[config.mk]
export PLATFORM = sky130hd
export DESIGN_NAME = lcg_ranged_random_flat
export DESIGN_NICKNAME = d
export VERILOG_FILES = /design/src/rtl/core/lcgr_pkg.sv /design/src/rtl/core/lcgr_ifs.sv /design/src/rtl/core/lcgr_front.sv /design/src/rtl/core/lcgr_queue.sv /design/src/rtl/core/lcgr_back.sv /design/src/rtl/core/lcg_ranged_random.sv /design/src/flat_wrapper.sv
export SDC_FILE = /design/constraint.sdc
export NUM_CORES = 2
export LEC_CHECK = 0
export BUFFER_PORTS_ARGS = -buffer_cell sky130_fd_sc_hd__buf_2
export CAP_MARGIN = 40
export CORE_UTILIZATION = 45
export CTS_CLUSTER_DIAMETER = 120
export CTS_CLUSTER_SIZE = 30
export DETAILED_ROUTE_END_ITERATION = 10
export GPL_TIMING_DRIVEN = 0
export PLACE_DENSITY = 0.65
export REMOVE_ABC_BUFFERS = 1
export SYNTH_ARGS = -nofsm -noshare
export SYNTH_HDL_FRONTEND = slang
export SYNTH_HIERARCHICAL = 1
export SYNTH_SLANG_ARGS = --single-unit
[constraint.sdc]
create_clock -name clk_i -period 17.1 [get_ports clk_i]
set_input_delay 0 -clock clk_i [delete_from_list [all_inputs] [get_ports clk_i]]
set_output_delay 0 -clock clk_i [all_outputs]
set_load 0.02 [all_outputs]
[src/rtl/core/lcgr_pkg.sv]
// Types and constants of the ranged random generator
package lcgr_pkg;

  localparam logic [31:0] LcgMul   = 32'd214013;
  localparam logic [31:0] LcgAdd   = 32'd2531011;
  localparam logic [31:0] ScaleDiv = 32'd65535;

  // Divider steps: integer draws shift out 32 dividend bits
  localparam logic [5:0] IntSteps   = 6'd32;

  typedef enum logic [1:0] {
    OP_RESEED = 2'd0,
    OP_INT    = 2'd1,
    OP_SCALED = 2'd2,
    OP_UNUSED = 2'd3
  } opcode_e;

  // What the back part has to do with a queued request
  typedef enum logic [2:0] {
    K_ZERO,
    K_ERR,
    K_FULL,
    K_INT,
    K_SCALED
  } kind_e;

  typedef enum logic [2:0] {
    B_IDLE,
    B_MUL,
    B_EST,
    B_FIX,
    B_DIV,
    B_FIN
  } back_state_e;

  typedef struct packed {
    kind_e       kind;
    logic [31:0] lo;
    logic [31:0] opa;   // tempered word, or state[31:16] for scaled draws
    logic [31:0] opb;   // modulus, or |high - low| for scaled draws
    logic        neg;   // high below low on a scaled draw
  } entry_t;

endpackage

[src/rtl/core/lcgr_ifs.sv]
// Request and result channel interfaces
interface lcgr_req_if;
  logic               valid;
  logic               ready;
  logic [1:0]         opcode;
  logic [31:0]        seed_value;
  logic signed [31:0] low_bound;
  logic signed [31:0] high_bound;

  modport source (output valid, opcode, seed_value, low_bound, high_bound, input ready);
  modport sink   (input valid, opcode, seed_value, low_bound, high_bound, output ready);
endinterface

interface lcgr_rsp_if;
  logic               valid;
  logic               ready;
  logic signed [31:0] draw_value;
  logic               range_error;

  modport source (output valid, draw_value, range_error, input ready);
  modport sink   (input valid, draw_value, range_error, output ready);
endinterface

[src/rtl/core/lcgr_front.sv]
// Front part: generator state, request accept and classification
module lcgr_front (
  input  logic                clk_i,
  input  logic                rst_ni,
  lcgr_req_if.sink            req_i,
  output logic                push_valid_o,
  input  logic                push_ready_i,
  output lcgr_pkg::entry_t    push_entry_o
);

  logic [31:0] state_q, state_d;
  logic [31:0] state_next;
  logic [31:0] tempered;
  logic [32:0] diff;
  logic        accept;
  lcgr_pkg::opcode_e op;

  assign op         = lcgr_pkg::opcode_e'(req_i.opcode);
  assign accept     = req_i.valid && push_ready_i;
  assign req_i.ready   = push_ready_i;
  assign push_valid_o  = req_i.valid;

  assign state_next = state_q * lcgr_pkg::LcgMul + lcgr_pkg::LcgAdd;
  assign tempered   = state_next ^ (state_next >> 15);
  assign diff       = {req_i.high_bound[31], req_i.high_bound}
                    - {req_i.low_bound[31], req_i.low_bound};

  always_comb begin
    state_d = state_q;
    push_entry_o.kind = lcgr_pkg::K_ZERO;
    push_entry_o.lo   = req_i.low_bound;
    push_entry_o.opa  = tempered;
    push_entry_o.opb  = diff[31:0] + 32'd1;
    push_entry_o.neg  = 1'b0;
    unique case (op)
      lcgr_pkg::OP_RESEED: begin
        state_d = req_i.seed_value;
      end
      lcgr_pkg::OP_INT: begin
        state_d = state_next;
        // Inverted range, then the full 2^32 span, then an ordinary remainder
        priority if (diff[32]) begin
          push_entry_o.kind = lcgr_pkg::K_ERR;
        end else if (diff == 33'h0_FFFF_FFFF) begin
          push_entry_o.kind = lcgr_pkg::K_FULL;
        end else begin
          push_entry_o.kind = lcgr_pkg::K_INT;
        end
      end
      lcgr_pkg::OP_SCALED: begin
        state_d = state_next;
        push_entry_o.kind = lcgr_pkg::K_SCALED;
        push_entry_o.opa  = {16'd0, state_next[31:16]};
        push_entry_o.neg  = diff[32];
        push_entry_o.opb  = diff[32] ? 32'(-diff) : diff[31:0];
      end
      lcgr_pkg::OP_UNUSED: begin
        state_d = state_q;
      end
      default: begin
        state_d = state_q;
      end
    endcase
  end

  always_ff @(posedge clk_i or negedge rst_ni) begin
    if (!rst_ni) begin
      state_q <= 32'd0;
    end else if (accept) begin
      state_q <= state_d;
    end
  end

endmodule

[src/rtl/core/lcgr_queue.sv]
// Two-entry queue between the front and back parts
module lcgr_queue (
  input  logic             clk_i,
  input  logic             rst_ni,
  input  logic             push_valid_i,
  output logic             push_ready_o,
  input  lcgr_pkg::entry_t push_entry_i,
  output logic             pop_valid_o,
  input  logic             pop_ready_i,
  output lcgr_pkg::entry_t pop_entry_o
);

  lcgr_pkg::entry_t slot_q [2];
  logic       wr_ptr_q, rd_ptr_q;
  logic [1:0] count_q;
  logic       push, pop;

  assign push_ready_o = (count_q != 2'd2);
  assign pop_valid_o  = (count_q != 2'd0);
  assign push         = push_valid_i && push_ready_o;
  assign pop          = pop_valid_o && pop_ready_i;
  assign pop_entry_o  = slot_q[rd_ptr_q];

  always_ff @(posedge clk_i) begin
    if (push) begin
      slot_q[wr_ptr_q] <= push_entry_i;
    end
  end

  always_ff @(posedge clk_i or negedge rst_ni) begin
    if (!rst_ni) begin
      wr_ptr_q <= 1'b0;
      rd_ptr_q <= 1'b0;
      count_q  <= 2'd0;
    end else begin
      if (push) begin
        wr_ptr_q <= ~wr_ptr_q;
      end
      if (pop) begin
        rd_ptr_q <= ~rd_ptr_q;
      end
      count_q <= count_q + {1'b0, push} - {1'b0, pop};
    end
  end

endmodule

[src/rtl/core/lcgr_back.sv]
// Back part: multiplier, scaled-draw reduction, radix-2 divider and result register
module lcgr_back (
  input  logic             clk_i,
  input  logic             rst_ni,
  input  logic             pop_valid_i,
  output logic             pop_ready_o,
  input  lcgr_pkg::entry_t pop_entry_i,
  lcgr_rsp_if.source       rsp_o
);

  lcgr_pkg::back_state_e state_q, state_d;

  lcgr_pkg::kind_e kind_q;
  logic [31:0] lo_q;
  logic [15:0] frac_q;
  logic [31:0] mag_q;
  logic        neg_q;
  logic [47:0] dvd_q;     // dividend, shifted out as quotient bits shift in
  logic [31:0] rem_q;
  logic [31:0] div_q;
  logic [5:0]  cnt_q;

  logic        out_valid_q;
  logic [31:0] out_value_q;
  logic        out_err_q;

  logic        pop;
  logic        out_load;
  logic [47:0] prod;
  logic [32:0] rem_sh;
  logic        ge;
  logic [47:0] est;
  logic [47:0] resid;
  logic        fix;
  logic [31:0] quot;
  logic [31:0] result;
  logic        result_err;

  assign pop_ready_o = (state_q == lcgr_pkg::B_IDLE);
  assign pop         = pop_valid_i && pop_ready_o;
  assign out_load    = (state_q == lcgr_pkg::B_FIN) && (!out_valid_q || rsp_o.ready);

  assign prod   = {32'd0, frac_q} * {16'd0, mag_q};
  assign rem_sh = {rem_q, dvd_q[47]};
  assign ge     = rem_sh >= {1'b0, div_q};
  assign quot   = dvd_q[31:0];

  // Divide by 65535: estimate from the sum of 16-bit shifts, then one correction
  assign est   = dvd_q + {16'd0, dvd_q[47:16]} + {32'd0, dvd_q[47:32]};
  assign resid = dvd_q - {rem_q, 16'd0} + {16'd0, rem_q};
  assign fix   = resid >= {16'd0, lcgr_pkg::ScaleDiv};

  always_comb begin
    state_d = state_q;
    unique case (state_q)
      lcgr_pkg::B_IDLE: begin
        if (pop) begin
          unique case (pop_entry_i.kind)
            lcgr_pkg::K_INT:    state_d = lcgr_pkg::B_DIV;
            lcgr_pkg::K_SCALED: state_d = lcgr_pkg::B_MUL;
            default:            state_d = lcgr_pkg::B_FIN;
          endcase
        end
      end
      lcgr_pkg::B_MUL: state_d = lcgr_pkg::B_EST;
      lcgr_pkg::B_EST: state_d = lcgr_pkg::B_FIX;
      lcgr_pkg::B_FIX: state_d = lcgr_pkg::B_FIN;
      lcgr_pkg::B_DIV: begin
        if (cnt_q == 6'd1) begin
          state_d = lcgr_pkg::B_FIN;
        end
      end
      lcgr_pkg::B_FIN: begin
        if (out_load) begin
          state_d = lcgr_pkg::B_IDLE;
        end
      end
      default: state_d = lcgr_pkg::B_IDLE;
    endcase
  end

  always_comb begin
    result_err = 1'b0;
    unique case (kind_q)
      lcgr_pkg::K_ZERO: result = 32'd0;
      lcgr_pkg::K_ERR: begin
        result     = lo_q;
        result_err = 1'b1;
      end
      lcgr_pkg::K_FULL,
      lcgr_pkg::K_INT:    result = lo_q + rem_q;
      lcgr_pkg::K_SCALED: result = lo_q + (neg_q ? -quot : quot);
      default:            result = 32'd0;
    endcase
  end

  always_ff @(posedge clk_i or negedge rst_ni) begin
    if (!rst_ni) begin
      state_q     <= lcgr_pkg::B_IDLE;
      out_valid_q <= 1'b0;
    end else begin
      state_q <= state_d;
      if (out_load) begin
        out_valid_q <= 1'b1;
      end else if (rsp_o.ready) begin
        out_valid_q <= 1'b0;
      end
    end
  end

  always_ff @(posedge clk_i) begin
    if (pop) begin
      kind_q <= pop_entry_i.kind;
      lo_q   <= pop_entry_i.lo;
      frac_q <= pop_entry_i.opa[15:0];
      mag_q  <= pop_entry_i.opb;
      neg_q  <= pop_entry_i.neg;
      rem_q  <= (pop_entry_i.kind == lcgr_pkg::K_FULL) ? pop_entry_i.opa : 32'd0;
      dvd_q  <= {pop_entry_i.opa, 16'd0};
      div_q  <= pop_entry_i.opb;
      cnt_q  <= lcgr_pkg::IntSteps;
    end else if (state_q == lcgr_pkg::B_MUL) begin
      dvd_q <= prod;
    end else if (state_q == lcgr_pkg::B_EST) begin
      // Hold the quotient estimate in the remainder register
      rem_q <= est[47:16];
    end else if (state_q == lcgr_pkg::B_FIX) begin
      dvd_q <= {16'd0, rem_q + {31'd0, fix}};
    end else if (state_q == lcgr_pkg::B_DIV) begin
      // Shift in one dividend bit, subtract when it fits
      dvd_q <= {dvd_q[46:0], ge};
      rem_q <= ge ? 32'(rem_sh - {1'b0, div_q}) : rem_sh[31:0];
      cnt_q <= cnt_q - 6'd1;
    end
    if (out_load) begin
      out_value_q <= result;
      out_err_q   <= result_err;
    end
  end

  assign rsp_o.valid       = out_valid_q;
  assign rsp_o.draw_value  = out_value_q;
  assign rsp_o.range_error = out_err_q;

endmodule

[src/rtl/core/lcg_ranged_random.sv]
// Request to result: the two-entry queue, then the back part, which goes straight to its result
// stage for reseed, unused opcode, inverted integer range and full-span draws, runs the 32-step
// radix-2 divider for integer draws and the multiply, estimate and fix states for scaled draws.
// The back part takes a new request only when idle; the two-entry queue takes requests while it runs.
// Reset (rst_ni low, asynchronous) zeroes the state and empties queue and result register.
// Top level of the ranged random generator
module lcg_ranged_random (
  input  logic        clk_i,
  input  logic        rst_ni,
  lcgr_req_if.sink    req_i,
  lcgr_rsp_if.source  rsp_o
);

  logic             push_valid, push_ready;
  logic             pop_valid, pop_ready;
  lcgr_pkg::entry_t push_entry, pop_entry;

  lcgr_front u_front (
    .clk_i        (clk_i),
    .rst_ni       (rst_ni),
    .req_i        (req_i),
    .push_valid_o (push_valid),
    .push_ready_i (push_ready),
    .push_entry_o (push_entry)
  );

  lcgr_queue u_queue (
    .clk_i        (clk_i),
    .rst_ni       (rst_ni),
    .push_valid_i (push_valid),
    .push_ready_o (push_ready),
    .push_entry_i (push_entry),
    .pop_valid_o  (pop_valid),
    .pop_ready_i  (pop_ready),
    .pop_entry_o  (pop_entry)
  );

  lcgr_back u_back (
    .clk_i       (clk_i),
    .rst_ni      (rst_ni),
    .pop_valid_i (pop_valid),
    .pop_ready_o (pop_ready),
    .pop_entry_i (pop_entry),
    .rsp_o       (rsp_o)
  );

endmodule

[src/flat_wrapper.sv]
// flat-port wrapper written by rule: the top's interface ports become plain ports
module lcg_ranged_random_flat 
  (clk_i, rst_ni, req_i_valid, req_i_opcode, req_i_seed_value, req_i_low_bound, req_i_high_bound, req_i_ready, rsp_o_valid, rsp_o_draw_value, rsp_o_range_error, rsp_o_ready);
  lcgr_req_if req_i_i ();
  lcgr_rsp_if rsp_o_i ();
  input  logic clk_i;
  input  logic rst_ni;
  input wire logic [$bits(req_i_i.valid)-1:0] req_i_valid;
  input wire logic [$bits(req_i_i.opcode)-1:0] req_i_opcode;
  input wire logic [$bits(req_i_i.seed_value)-1:0] req_i_seed_value;
  input wire logic [$bits(req_i_i.low_bound)-1:0] req_i_low_bound;
  input wire logic [$bits(req_i_i.high_bound)-1:0] req_i_high_bound;
  output wire logic [$bits(req_i_i.ready)-1:0] req_i_ready;
  output wire logic [$bits(rsp_o_i.valid)-1:0] rsp_o_valid;
  output wire logic [$bits(rsp_o_i.draw_value)-1:0] rsp_o_draw_value;
  output wire logic [$bits(rsp_o_i.range_error)-1:0] rsp_o_range_error;
  input wire logic [$bits(rsp_o_i.ready)-1:0] rsp_o_ready;
  assign req_i_i.valid = req_i_valid;
  assign req_i_i.opcode = req_i_opcode;
  assign req_i_i.seed_value = req_i_seed_value;
  assign req_i_i.low_bound = req_i_low_bound;
  assign req_i_i.high_bound = req_i_high_bound;
  assign req_i_ready = req_i_i.ready;
  assign rsp_o_valid = rsp_o_i.valid;
  assign rsp_o_draw_value = rsp_o_i.draw_value;
  assign rsp_o_range_error = rsp_o_i.range_error;
  assign rsp_o_i.ready = rsp_o_ready;
  lcg_ranged_random u_core (.clk_i(clk_i), .rst_ni(rst_ni), .req_i(req_i_i), .rsp_o(rsp_o_i));
endmodule
==> flow_summary.yaml <==
synth:
  synthFlopType: "edfxtp_1"
  syn_area_um2: 57640
  synth_top_family_by_area: "adder cells"
  synth_adder_area_share_pct: 32.71
  synth_simple_gate_area_share_pct: 13.07
  ys_ff_latch: 443
  async_reset_ff_share_pct: 9.029
  synth_edf_count: 381
  syn_inst: 6231
  synth-xor-area-share_pct: 5.075
  synthDistinctLibCells: 120
  avgSynthCellArea_um2: 9.251
  synth_compound_area_share_pct: 14.04
  ys.warnings.count: 6
  ys_seq_area_share_pct: 22.35
  synth.area.mux_share_pct: 3.137
route:
  drc: 0
  wl_mm: 177.0
  vias_per_cell: 5.719
  wl_per_cell_um: 22.33
  num_vias: 45340
  ant_nets: 0
  drt-initial-drc-count: 4463
  first_pass_iters: 6
final_layout:
  fin_nets: 7491
  mostFrequentLayoutCells: "inv_1, nand2_1, fa_1"
  layout_commonest_cell: "inv_1"
  antenna_cells: 0
  layout-drive-gt1-share_pct: 7.263
  synthToLayoutAreaGrowth_pct: 7.641
setup_path:
  cp.arrival_ns: 8.83
  path_max_fanout: 19
  r2r_start: "u_core/u_back/frac_q[6]$_DFFE_PP_"
  crit_required_ns: 17.61
  start_kind: "flop"
  crit_path_end_kind: "flop"
  path_class: "reg -> reg"
  startpoint: "u_core/u_back/frac_q[6]$_DFFE_PP_"
clock_tree:
  cts-root-buf: "clkbuf_16"
  clock_path_buffers: 3
  cts_buffers: 23
  clock_latency_ns: 0.65
  post_cts.repair.setup_buffers: 0
  cts_tree: "yes"
  clock_sinks: 443
  cts_max_level: 1
  clkTransAtPathRegs_ns: 0.13
sta:
  slew_violations: 0
  fin_crit_sh_pct: 48.64
  rsz0062_at_grt: "false"
  relSlewSlack_pct: 35.91
  finalHoldViolations: 0
  worst_pin_slew_ns: 0.9614
  skew_ns: 0.05635
  setup_viol: 0
  fin_crit_ns: 8.317
  setup_tns_ns: 0
  fmax_ghz: 0.1202
die:
  die_h_um: 359.9
  core-area_um2: 126400
  die-area_um2: 129500
  num_io_pins: 137
  dieWidth_um: 359.9
  rows: 130
  start_util_pct: 45.61
placed_design:
  port-buffer-count: 136
  place_congestion: 0.9724
  dpl.hpwl_mm: 143.2
job:
  max_cap_viol_count: 0
grt:
  grt_busiest_layer: "met2"
  grt_pass1_wl_mm: 272.1
  met2_usage_pct: 42.48
  grt_usage_pct: 27.13
  grt_max_degree: 96
  antenna_found_initial: 1
  grt_pass1_vias: 45160
  grt_use_met3_pct: 4.756
  use_met1_pct: 38.20
  grt_overflow_total: 0
min_path:
  hold_start: "req_i_low_bound[5]"
  hold_class: "in -> reg"
status:
  status: "complete, no violations"
==> worst max-delay path: stages, from the launching register on <==
cell and delay (ns):
edfxtp_1 0.94, buf_16 0.25, nand2_1 0.09, fa_1 0.57, inv_1 0.05, fa_1 0.52, inv_1 0.05, fa_1 0.50
inv_1 0.05, fa_1 0.48, fa_1 0.55, inv_1 0.05, fa_1 0.54, inv_1 0.05, ha_1 0.39, a21oi_1 0.23
o21ai_0 0.17, or4_1 0.54, a311oi_2 0.39, o211ai_1 0.20, o21ai_2 0.23, nor3_1 0.12, o41a_1 0.43, a211oi_1 0.56
o22a_1 0.24
==> logic make-up after synthesis <==
kind of cell,after synthesis
muxes,134
AOI/OAI and AO/OA,1229
adders and majority gates,1129
xor gates and xnor gates,331
DFF,443
buffers and inverters,1391
and+or+nand+nor,1574
==> per-stage QoR <==
step           instances  cell area (um2)  util [%]  hold WS, ns  setup slack (ns)
6_report            7928            62040     49.09      0.09202             8.783
5_1_grt             7928            62040     49.09      0.08407             8.515
4_1_cts             7928            62040     49.09      0.05596             8.845
3_5_place_dp        7809            60460     47.84      0.04090             8.936
3_3_place_gp        7729            58980     46.67       0.2044             5.462
2_1_floorplan       5943            56240         -      -0.2956             10.15
==> worst paths after layout <==
path | end | slack (ns) | depth (start not counted)
setup / recovery | u_core/u_back/dvd_q[43]$_DFFE_PP_ | 8.78 | 24
max in group asynchronous | u_core/u_back/state_q[1]$_DFFE_PN0P_ | 16.45 | 4
hold / removal | u_core/u_queue/slot_q[1][70]$_DFFE_PP_ | 0.09 | 2
setup reg to reg | u_core/u_back/dvd_q[43]$_DFFE_PP_ | 8.78 | 24
min in group asynchronous | u_core/u_queue/count_q[0]$_DFF_PN0_ | 0.45 | 4
hold reg to reg | u_core/u_back/cnt_q[1]$_SDFFE_PP0P_ | 0.50 | 2
==> per-layer routing <==
layer | routed length [um] | part of all wire [%] | up-vias
met1 | 77700 | 44 | 22580
met3 | 14350 | 8.1 | 267
met4 | 6008 | 3.4 | 0
met2 | 78960 | 45 | 1746
li1 | - | - | 20750
met5 | 0 | 0 | -
==> flip-flops by register name, indices dropped and copies added, names as in the netlist <==
signal	count
u_core/u_back/cnt_q	6
u_core/u_back/div_q	32
u_core/u_back/dvd_q	48
u_core/u_back/frac_q	16
u_core/u_back/kind_q	3
u_core/u_back/lo_q	32
u_core/u_back/neg_q	1
u_core/u_back/rem_q	32
u_core/u_back/rsp_o.draw_value	32
u_core/u_back/rsp_o.range_error	1
u_core/u_back/rsp_o.valid	1
u_core/u_back/state_q	3
u_core/u_front/state_q	32
u_core/u_queue/count_q	2
u_core/u_queue/rd_ptr_q	1
u_core/u_queue/slot_q	200
u_core/u_queue/wr_ptr_q	1
==> synthesized netlist by cell type (11+ instances only) <==
| cell | count | area share (%) |
|---|---|---|
| inv_1 | 1102 | 7.2 |
| nor3b_1 | 12 | 0.16 |
| o21ai_0 | 277 | 2.4 |
| mux2i_1 | 31 | 0.54 |
| xor2_1 | 124 | 1.9 |
| edfxtp_1 | 381 | 20 |
| a21o_1 | 128 | 1.7 |
| mux2_4 | 90 | 2.3 |
| a211o_1 | 13 | 0.20 |
| mux2_2 | 13 | 0.25 |
| o31ai_1 | 28 | 0.36 |
| a31oi_1 | 40 | 0.43 |
| o21bai_1 | 39 | 0.51 |
| a221oi_1 | 15 | 0.23 |
| and4_1 | 13 | 0.20 |
| nand2b_1 | 43 | 0.47 |
| fa_1 | 630 | 22 |
| clkbuf_1 | 210 | 1.4 |
| buf_2 | 18 | 0.16 |
| buf_4 | 37 | 0.48 |
| o211ai_1 | 37 | 0.48 |
| a22o_1 | 13 | 0.20 |
| and2_1 | 175 | 1.9 |
| dfrtp_1 | 40 | 1.7 |
| nand2_1 | 686 | 4.5 |
| o21ai_1 | 12 | 0.10 |
| a211oi_1 | 60 | 0.78 |
| nand3_1 | 90 | 0.78 |
| o21a_1 | 34 | 0.44 |
| a21oi_1 | 351 | 3.0 |
| or2_2 | 13 | 0.14 |
| and3_1 | 56 | 0.61 |
| dfxtp_1 | 22 | 0.76 |
| nor3_1 | 55 | 0.48 |
| nor4_1 | 25 | 0.27 |
| buf_1 | 11 | 0.072 |
| nor2_1 | 262 | 1.7 |
| ha_1 | 498 | 11 |
| nor2b_1 | 29 | 0.31 |
| nand4_1 | 42 | 0.46 |
| or3_1 | 19 | 0.21 |
| xnor2_1 | 205 | 3.1 |
==> what timing repair did <==
item                                   in CTS  in global routing
hold buffers                               77                  0
gates resized for setup                     0                  0
endpoints found under the hold margin     152                  0
==> final cells by class <==
cell class              count  area, um2
clock buffers              31      605.6
clock inverters            11      198.9
fillers                 11730      64340
inverters                1103       4145
multi-input cells        4397      39280
flip-flops and latches    443      12890
well taps                1650       2064
repair buffers            293       2868
Power is left out: the tool's default activity adds up to more than one toggle a clock period on the data nets, which glitch-free logic cannot reach.
